<file path="src/design/pba_pkg.sv">
// ----------------------------------------------------------------------------
// pba_pkg
// Shared types and constants of the protected bus access block: memory
// geometry, device register map, access kinds, fault codes and control types.
// ----------------------------------------------------------------------------
package pba_pkg;

    localparam int RAM_BYTES  = 65536;
    localparam int PAGE_BYTES = 256;

    localparam int ADDR_W     = 16;
    localparam int DATA_W     = 8;
    localparam int CFG_W      = 8;
    localparam int RAM_AW     = $clog2(RAM_BYTES);
    localparam int PAGE_SHIFT = $clog2(PAGE_BYTES);
    localparam int PAGE_W     = ADDR_W - PAGE_SHIFT;
    localparam int CMP_W      = (PAGE_W > CFG_W) ? PAGE_W : CFG_W;
    localparam int CFG_IDX_W  = 2;

    localparam logic [ADDR_W-1:0] MMIO_BASE     = 16'hF000;
    localparam logic [ADDR_W-1:0] MMIO_STATUS   = 16'hF000;
    localparam logic [ADDR_W-1:0] MMIO_DATA     = 16'hF002;
    localparam logic [ADDR_W-1:0] MMIO_DOORBELL = 16'hF004;

    localparam logic [ADDR_W:0] RAM_LIMIT = (ADDR_W+1)'(RAM_BYTES);
    localparam logic [RAM_AW-1:0] RAM_LAST = RAM_AW'(RAM_BYTES - 1);

    localparam logic [CFG_IDX_W-1:0] CFG_KERNEL_LAST = 2'd0;
    localparam logic [CFG_IDX_W-1:0] CFG_USER_FIRST  = 2'd1;
    localparam logic [CFG_IDX_W-1:0] CFG_USER_LAST   = 2'd2;

    localparam logic [CFG_W-1:0] KERNEL_LAST_RST = 8'd15;
    localparam logic [CFG_W-1:0] USER_FIRST_RST  = 8'd16;
    localparam logic [CFG_W-1:0] USER_LAST_RST   = 8'd223;

    typedef enum logic [1:0] {
        KIND_READ  = 2'd0,
        KIND_WRITE = 2'd1,
        KIND_EXEC  = 2'd2,
        KIND_DMA   = 2'd3
    } kind_t;

    typedef enum logic [1:0] {
        FAULT_NONE = 2'd0,
        FAULT_PROT = 2'd1,
        FAULT_MMIO = 2'd2
    } fault_t;

    typedef enum logic [1:0] {
        ST_CLEAR  = 2'd0,
        ST_IDLE   = 2'd1,
        ST_ACCESS = 2'd2
    } state_t;

    // Outcome of one access as decoded from the held request
    typedef struct packed {
        logic [DATA_W-1:0] read_data;
        fault_t            fault;
        logic              exec_allowed;
        logic              device_irq;
        logic              ram_we;
        logic              dev_we;
    } pba_act_t;

endpackage

</file>
<file path="src/design/pba_decode.sv">
// ----------------------------------------------------------------------------
// pba_decode
// Permission check and device register decode for one held access.
// ----------------------------------------------------------------------------
module pba_decode (
    input  pba_pkg::kind_t                kind,
    input  logic [pba_pkg::ADDR_W-1:0]    address,
    input  logic                          user_mode,
    input  logic [pba_pkg::CFG_W-1:0]     kernel_last,
    input  logic [pba_pkg::CFG_W-1:0]     user_first,
    input  logic [pba_pkg::CFG_W-1:0]     user_last,
    input  logic                          dev_ready,
    input  logic [pba_pkg::DATA_W-1:0]    dev_data,
    input  logic [pba_pkg::DATA_W-1:0]    ram_rdata,
    output pba_pkg::pba_act_t             act
);
    import pba_pkg::*;

    logic              in_ram;
    logic [CMP_W-1:0]  page;
    logic              user_page;
    logic              allowed;

    assign in_ram    = (address < MMIO_BASE) && ({1'b0, address} < RAM_LIMIT);
    assign page      = CMP_W'(address[ADDR_W-1:PAGE_SHIFT]);
    assign user_page = (page >= CMP_W'(user_first)) && (page <= CMP_W'(user_last));
    assign allowed   = in_ram && (user_page || ((page <= CMP_W'(kernel_last)) && !user_mode));

    always_comb
    begin
        act = '0;
        act.fault = FAULT_NONE;
        case (kind)
            KIND_EXEC:
            begin
                act.exec_allowed = allowed;
            end
            KIND_DMA:
            begin
                if (in_ram)
                    act.ram_we = 1'b1;
                else
                    act.fault = FAULT_PROT;
            end
            default:
            begin
                if (address >= MMIO_BASE)
                begin
                    if (user_mode)
                        act.fault = FAULT_PROT;
                    else if (kind == KIND_READ)
                    begin
                        if (address == MMIO_STATUS)
                            act.read_data = DATA_W'(dev_ready);
                        else if (address == MMIO_DATA)
                            act.read_data = dev_data;
                        else
                            act.fault = FAULT_MMIO;
                    end
                    else if (address == MMIO_DOORBELL)
                    begin
                        act.dev_we     = 1'b1;
                        act.device_irq = 1'b1;
                    end
                    else
                        act.fault = FAULT_MMIO;
                end
                else if (!allowed)
                    act.fault = FAULT_PROT;
                else if (kind == KIND_READ)
                    act.read_data = ram_rdata;
                else
                    act.ram_we = 1'b1;
            end
        endcase
    end

endmodule

</file>
<file path="config.mk">
export PLATFORM = sky130hd
export DESIGN_NAME = pba_decode
export DESIGN_NICKNAME = d
export VERILOG_FILES = /design/src/design/pba_pkg.sv /design/src/design/pba_decode.sv
export SDC_FILE = /design/constraint.sdc
export NUM_CORES = 1
export LEC_CHECK = 0
export BUFFER_PORTS_ARGS = -buffer_cell sky130_fd_sc_hd__buf_2
export CAP_MARGIN = 20
export CELL_PAD_IN_SITES_DETAIL_PLACEMENT = 0
export CELL_PAD_IN_SITES_GLOBAL_PLACEMENT = 1
export CORE_UTILIZATION = 27
export DETAILED_ROUTE_END_ITERATION = 8
export PLACE_DENSITY = 0.93
export SLEW_MARGIN = 20
export SYNTH_ARGS = -nofsm -noshare
export SYNTH_HDL_FRONTEND = slang
export SYNTH_SLANG_ARGS = --single-unit
</file>
<file path="constraint.sdc">
create_clock -name vclk -period 3
set_input_delay 0.15 -clock vclk [all_inputs]
set_output_delay 0.15 -clock vclk [all_outputs]
set_load 0.01 [all_outputs]
</file>
==> flow_summary.json, run 1 <==
{
  "status": "finished with violations",
  "failed_checks": "design-rule violations",
  "final_cells": 214,
  "start_kind": "input pin",
  "vias": 1081,
  "critPathSlowestCell": "or4_1",
  "final_area_sq_mm": 0.00121,
  "fillers": 315,
  "rsz0062_at_grt": "no",
  "ys_types": 32,
  "ant_nets": 0,
  "fmax_mhz": 430,
  "synth_nets": 195,
  "seq_cell_count": 0,
  "path_max_fanout": 8,
  "worstMarginPinSlew_ps": 360,
  "clkbuf_count": 0,
  "syn_inst": 111,
  "max_slew_margin_pct": 75.9,
  "firstDrtPassIters": 7,
  "route.detailed.drc": 20,
  "synth_area_sq_um": 817,
  "die_area_sq_mm": 0.00325,
  "synth.avg_cell_area_sq_um": 7.36,
  "p_leak_nw": 0.747,
  "hp-class": "input pin to output pin",
  "globalplace.congestion": 0.763,
  "area.sequential_sq_um": 0,
  "placed_area_sq_mm": 0.00121,
  "portBuffers": 74,
  "hold_depth": 3,
  "grt_pass1_wl_um": 3950,
  "drtIter0Drc": 62,
  "synth_area_leaders": "ha_1, inv_1, a22o_1",
  "finalSetupViolCount": 0,
  "grt_max_degree": 9,
  "min_period_over_period_pct": 77.6,
  "power_density_mw_per_mm2": 120,
  "required_ps": 2850,
  "wl_per_cell_um": 11.2,
  "drive_gt1_share_pct": 42.1,
  "finalHoldViolCount": 0,
  "cp.arrival_ps": 2180,
  "postCtsSetupRepairBufs": 0,
  "cts_resized": 0,
  "crit_path_end_kind": "output pin",
  "initial_utilization_pct": 29.1,
  "dp_cells": 214,
  "cap_violations": 0,
  "syn2layout_area_growth_pct": 48.7,
  "cp_cell_sequence": "buf_2 > ha_1 > o21a_1 > nor2_1 > or4_1 > a211o_1 > a211oi_4 > a22o_1 > buf_2",
  "pre_cts_ws_ps": 669,
  "antenna_found_initial": 0,
  "synth_top_cell_by_area": "ha_1",
  "vias_per_cell": 5.05,
  "setup_slack_ps": 673,
  "ios": 74,
  "grt_use_total_pct": 14.7,
  "grt_overflow": 0,
  "min_period_ps": 2330,
  "fin_nets": 269,
  "die_h_um": 57.0,
  "synth-seq-area-share_pct": 0,
  "slew_viol_final": 0,
  "grt_pass1_vias": 1002,
  "crit_path_frequent_cell": "buf_2",
  "crit_type": "input pin to output pin",
  "n_antenna_cell": 0,
  "slowest_delay_ps": 460,
  "fin_setup_tns_ps": 0,
  "synth_top_area_share_pct": 36.8,
  "yosys_warnings": 0,
  "hold_buffers": 0,
  "vdd_drop_max_mv": 0.0361,
  "finalWirelength_um": 2400,
  "die_x_um": 57.0,
  "place_hpwl_um": 2250,
  "num_rows": 19,
  "core_sq_mm": 0.00281
}
-- path summary, 6_finish.rpt --
path         start       to  slack [ps]
max    address[11]   act[9]         670
min   ram_rdata[5]  act[11]         600
-- Yosys cell counts, types with 3 or more instances --
cell type / n
nand4_1: 5
inv_1: 22
ha_1: 24
nor2b_1: 3
nand2_1: 3
nor2_1: 7
a21oi_1: 7
a22o_1: 8
nor4_1: 3
-- cells in the final DEF (no fill, tap or decap), drive strengths merged --
master,netlist,final
a2111oi,1,1
a21o,2,2
a31oi,1,1
nand2b,2,2
buf,1,74
and2,1,1
nand4,5,5
nand3,2,2
or2,1,1
a211o,1,1
o211ai,2,2
nor3,1,1
nand2,3,3
a211oi,3,3
o21ai,1,1
and4b,1,1
o21a,1,1
a22o,8,8
a21oi,7,7
o211a,1,1
o22ai,1,1
nor4,3,3
mux2,1,1
nor2b,3,3
ha,24,24
inv,22,22
nand3b,1,1
mux2i,1,1
nor2,7,7
or4,2,2
-- power breakdown --
| part | switching [mW] | leakage (nW) | internal [mW] |
|---|---|---|---|
| combinational | 0.0712 | 0.747 | 0.0750 |
| sequential | 0 | 0 | 0 |
| clock | 0 | 0 | 0 |
-- critical path: cells and delay by family --
| kind | cells | cell delay [ps] |
|---|---|---|
| and+or+nand+nor | 2 | 490 |
| adders and majority gates | 1 | 270 |
| AOI/OAI and AO/OA | 4 | 1010 |
| buffers and inverters | 2 | 260 |
-- per-layer routing --
layer	routed length [um]	track usage [%]
met5	0	0
met4	0	0
met3	223	0.454
met1	963	17.5
met2	1210	30.6
-- stage by stage --
step | total power, mW | util [%] | hold slack (ps)
2_1_floorplan | 0.0770 | - | 353
6_report | 0.146 | 43.3 | 598
3_3_place_gp | 0.145 | 43.3 | 596
5_1_grt | 0.167 | 43.3 | 609
3_5_place_dp | 0.148 | 43.3 | 597
4_1_cts | 0.149 | 43.3 | 597
-- kinds of logic after synthesis --
kind of cell	after synthesis	share of synthesized area [%]
muxes	2	2.60
and+or+nand+nor	32	21.9
adders and majority gates	24	36.8
buffers and inverters	24	11.5
AOI/OAI and AO/OA	29	27.3
-- layout make-up --
cell class         count  area [sq um]  share of cell area [%]
well taps             31          38.8                    3.19
multi-input cells     87           723                    59.5
repair buffers        74           370                    30.5
inverters             22          82.6                    6.80
Power figures use the tool's default switching activity.
==> run 2, diff against run 1 <==
--- a/config.mk
+++ b/config.mk
@@ -5,13 +5,14 @@
 export SDC_FILE = /design/constraint.sdc
 export NUM_CORES = 1
 export LEC_CHECK = 0
+export ABC_AREA = 1
 export BUFFER_PORTS_ARGS = -buffer_cell sky130_fd_sc_hd__buf_2
 export CAP_MARGIN = 20
 export CELL_PAD_IN_SITES_DETAIL_PLACEMENT = 0
 export CELL_PAD_IN_SITES_GLOBAL_PLACEMENT = 1
-export CORE_UTILIZATION = 27
+export CORE_UTILIZATION = 25
 export DETAILED_ROUTE_END_ITERATION = 8
-export PLACE_DENSITY = 0.93
+export PLACE_DENSITY = 0.83
 export SLEW_MARGIN = 20
 export SYNTH_ARGS = -nofsm -noshare
 export SYNTH_HDL_FRONTEND = slang
==> constraint.sdc (replaced) <==
create_clock -name vclk -period 1.9
set_input_delay 0.095 -clock vclk [all_inputs]
set_output_delay 0.095 -clock vclk [all_outputs]
set_load 0.01 [all_outputs]
==> flow_summary.json, run 2 <==
{
  "multi_input_area_sq_um": 933,
  "ys_types": 24,
  "synth_nets": 276,
  "syn_inst": 192,
  "fillers": 495,
  "cap_violations": 0,
  "status": "completed",
  "crit_path_end_kind": "output pin",
  "drtIter0Drc": 55,
  "drive_gt1_share_pct": 34.2,
  "slew_viol_final": 0,
  "rsz0062_at_grt": "no",
  "n_antenna_cell": 0,
  "synth.avg_cell_area_sq_um": 5.81,
  "seq_power_share_pct": 0,
  "synth_area_sq_mm": 0.00111,
  "antenna_found_initial": 0,
  "die_h_um": 68.8,
  "grt_use_total_pct": 12.0,
  "num_rows": 23,
  "grt_pass1_vias": 1097,
  "core_sq_mm": 0.00414,
  "die_area_sq_mm": 0.00473,
  "fmax_mhz": 619,
  "ios": 74,
  "yosys_warnings": 0,
  "syn2layout_area_growth_pct": 37.0,
  "vias_per_cell": 4.17,
  "pwr-share-comb_pct": 100.0,
  "route.detailed.drc": 0,
  "path_max_fanout": 11,
  "ant_nets": 0,
  "finalWirelength_um": 2880,
  "hp-class": "input pin to output pin",
  "synth_top_cell_by_area": "ha_1",
  "final_area_sq_mm": 0.00153,
  "fin_nets": 349,
  "place_hpwl_um": 2540,
  "worstMarginPinSlew_ps": 391,
  "fin_setup_tns_ps": 0,
  "grt_pass1_wl_um": 4520,
  "wl_per_cell_um": 9.21,
  "synth-seq-area-share_pct": 0,
  "required_ps": 1800,
  "max_slew_margin_pct": 73.9,
  "min_period_ps": 1610,
  "synth_area_leaders": "ha_1, nand2_1, inv_1",
  "p_switching_mw": 0.146,
  "die_x_um": 68.8,
  "clkbuf_count": 0,
  "grt_max_degree": 16,
  "crit_type": "input pin to output pin",
  "synth_top_area_share_pct": 26.9,
  "placed_area_sq_mm": 0.00153,
  "power_density_mw_per_mm2": 175,
  "switching_share_pct": 54.4,
  "start_kind": "input pin",
  "power.share.clock_pct": 0,
  "finalSetupViolCount": 0,
  "p_int_mw": 0.122,
  "seq_cell_count": 0,
  "firstDrtPassIters": 4,
  "vias": 1304,
  "area.sequential_sq_um": 0,
  "p_leak_nw": 1.02,
  "vdd_drop_max_mv": 0.0734,
  "grt_overflow": 0,
  "utilization_pct": 36.9,
  "finalHoldViolCount": 0,
  "portBuffers": 74,
  "final_cell_mix": "buf_2, nand2_1, inv_1, ha_1, nor2_1",
  "cp.arrival_ps": 1520,
  "initial_utilization_pct": 26.9,
  "globalplace.congestion": 0.708,
  "final_common_cell": "buf_2",
  "synth.most_common_cell": "nand2_1",
  "synthTopCellsByCount": "nand2_1, inv_1, ha_1",
  "min_period_over_period_pct": 85.0
}
run 2: final timing paths:
kind | start | endpoint | slack, ps | depth (start not counted)
max | address[13] | act[1] | 290 | 11
min | dev_data[5] | act[11] | 500 | 4
run 2: cells by family (layout without fill, tap and decap cells):
logic type,after synthesis,after routing,share of synthesized area [%]
buffers and inverters,46,117,16.5
adders and majority gates,24,24,26.9
AOI/OAI and AO/OA,10,10,5.16
and+or+nand+nor,112,112,51.4
run 2: layout make-up:
class	instances	area share (%)
multi-input combinational	146	61.1
timing repair buffer	74	24.2
inverter	43	10.6
tap	50	4.09
run 2: timing repair:
item / in CTS / in global routing
setup endpoints to repair: 0 / 11
hold buffers: 0 / 0
gates resized for setup: 0 / 1
buffers inserted: 0 / 0
endpoints found under the hold margin: 0 / 0
run 2: per-layer routing:
metal | routed length, um | track usage [%] | part of all wire, %
met2 | 1380 | 22.5 | 48
met4 | 0 | 0.765 | 0
met3 | 160 | 0.987 | 5.6
met5 | 0 | 0 | 0
met1 | 1340 | 15.2 | 47
run 2: power groups by stage:
stage          sequential (mW)  combinational, mW  clock, mW
2_1_floorplan                0              0.159          0
3_3_place_gp                 0              0.267          0
3_5_place_dp                 0              0.269          0
4_1_cts                      0              0.271          0
5_1_grt                      0              0.316          0
6_report                     0              0.268          0
run 2: critical path, cell delays in order:
cell and delay, ps:
buf_2 140, ha_1 310, a21oi_1 150, nor2_1 50
nor3_1 140, nand2_1 70, nand2_1 90, nand2_2 140
o21bai_1 160, inv_1 50, buf_2 130
run 2: through the flow:
| stage | power [mW] | setup WS (ps) | cells | hold slack, ps |
|---|---|---|---|---|
| floorplan | 0.159 | 581 | 192 | 238 |
| global placement | 0.267 | 163 | 313 | 503 |
| detailed placement | 0.269 | 164 | 313 | 502 |
| CTS | 0.271 | 157 | 313 | 503 |
| global route | 0.316 | 88.1 | 313 | 516 |
| finish | 0.268 | 285 | 313 | 502 |
==> run 3, diff against run 2 <==
--- a/config.mk
+++ b/config.mk
@@ -10,9 +10,9 @@
 export CAP_MARGIN = 20
 export CELL_PAD_IN_SITES_DETAIL_PLACEMENT = 0
 export CELL_PAD_IN_SITES_GLOBAL_PLACEMENT = 1
-export CORE_UTILIZATION = 25
+export CORE_UTILIZATION = 28
 export DETAILED_ROUTE_END_ITERATION = 8
-export PLACE_DENSITY = 0.83
+export PLACE_DENSITY = 0.88
 export SLEW_MARGIN = 20
 export SYNTH_ARGS = -nofsm -noshare
 export SYNTH_HDL_FRONTEND = slang
==> constraint.sdc (replaced) <==
create_clock -name vclk -period 1.6
set_input_delay 0.08 -clock vclk [all_inputs]
set_output_delay 0.08 -clock vclk [all_outputs]
set_load 0.01 [all_outputs]
==> flow_summary.json, run 3 (synthesis gave the netlist of run 2 again) <==
{
  "finalHoldViolCount": 0,
  "num_rows": 22,
  "place_hpwl_um": 2500,
  "status": "completed",
  "drtIter0Drc": 31,
  "max_slew_margin_pct": 75.5,
  "area.sequential_sq_um": 0,
  "finalPower_mw": 0.427,
  "path_max_fanout": 6,
  "grt_max_degree": 13,
  "hp-class": "input pin to output pin",
  "crit_path_end_kind": "output pin",
  "clkbuf_count": 0,
  "die_x_um": 65.1,
  "postCtsSetupRepairBufs": 0,
  "crit_type": "input pin to output pin",
  "min_period_over_period_pct": 94.6,
  "grt_overflow": 0,
  "grt_pass1_vias": 1224,
  "worstHoldStart": "dev_data[3]",
  "fin_nets": 358,
  "fmax_mhz": 661,
  "ant_nets": 0,
  "initial_utilization_pct": 29.8,
  "pre_cts_ws_ps": -108,
  "grt_use_total_pct": 13.4,
  "rsz0062_at_grt": "yes",
  "cp.arrival_ps": 1430,
  "finalWirelength_um": 3250,
  "route.detailed.drc": 0,
  "start_kind": "input pin",
  "min_period_ps": 1510,
  "firstDrtPassIters": 4,
  "n_antenna_cell": 0,
  "antenna_found_initial": 0,
  "hold_buffers": 0,
  "drive_gt1_share_pct": 46.7,
  "wl_per_cell_um": 10.1,
  "crit_start": "address[12]",
  "seq_cell_count": 0,
  "slew_viol_final": 0,
  "required_ps": 1520,
  "fillers": 413,
  "portBuffers": 74,
  "vias": 1369,
  "hold_depth": 4,
  "cap_violations": 0,
  "setup_slack_ps": 86.6,
  "ios": 74,
  "syn2layout_area_growth_pct": 64.2,
  "die_h_um": 65.1,
  "globalplace.congestion": 0.769,
  "p_leak_nw": 1.08,
  "vias_per_cell": 4.28,
  "die_area_sq_mm": 0.00424,
  "power_density_mw_per_mm2": 233,
  "final_common_cell": "buf_2",
  "worstMarginPinSlew_ps": 367,
  "finalSetupViolCount": 0,
  "core_sq_mm": 0.00374,
  "grt_pass1_wl_um": 4790,
  "vdd_drop_max_mv": 0.103,
  "final_cell_mix": "buf_2, nand2_1, inv_1, nor2_1, ha_4"
}
-- run 3: worst paths after layout --
path / endpoint / slack [ps]
worst min-delay path: act[9] / 470
worst max-delay path: act[1] / 90
-- run 3: through the flow --
stage	hold WS, ps	cell area (sq um)	utilization [%]	std cells	setup TNS [ps]
final	466	1830	48.9	320	0
after detailed placement	468	1580	42.3	319	-704
after global placement	465	1580	42.3	319	-642
after CTS	468	1590	42.5	319	0
after floorplan	208	1110	-	192	0
after global routing	485	1830	48.9	320	-37.9
-- run 3: what timing repair did --
action,CTS,global route
gates cloned,0,1
setup endpoints to repair,11,11
pin swaps,0,12
gates resized for setup,2,41
-- run 3: final cells by class --
| cell class | count | area, sq um | area share [%] |
|---|---|---|---|
| multi-input cells | 147 | 1160 | 63.2 |
| repair buffers | 82 | 450 | 24.6 |
| inverters | 43 | 164 | 8.95 |
| well taps | 48 | 60.1 | 3.28 |
-- run 3: report_power, final --
part / switching, mW / internal (mW) / total, mW
Combinational: 0.222 / 0.205 / 0.427
Clock: 0 / 0 / 0
Sequential: 0 / 0 / 0
Total: 0.222 / 0.205 / 0.427
-- run 3: critical path, stage by stage --
cell and delay, ps:
buf_2 130, ha_1 210, a21oi_2 130, nor2_1 70, nor3_2 210, nand2_2 90, nand2_4 100, nand2_4 80
o21bai_1 150, inv_1 40, buf_2 130
-- run 3: layer usage --
metal | track usage [%] | vias to the layer above | share of wire [%] | routed length (um)
li1 | - | 767 | - | -
met5 | 0 | - | 0 | 0
met1 | 16.9 | 565 | 45 | 1470
met3 | 1.04 | 2 | 4.0 | 131
met2 | 25.3 | 35 | 50 | 1630
met4 | 1.90 | 0 | 0.37 | 12
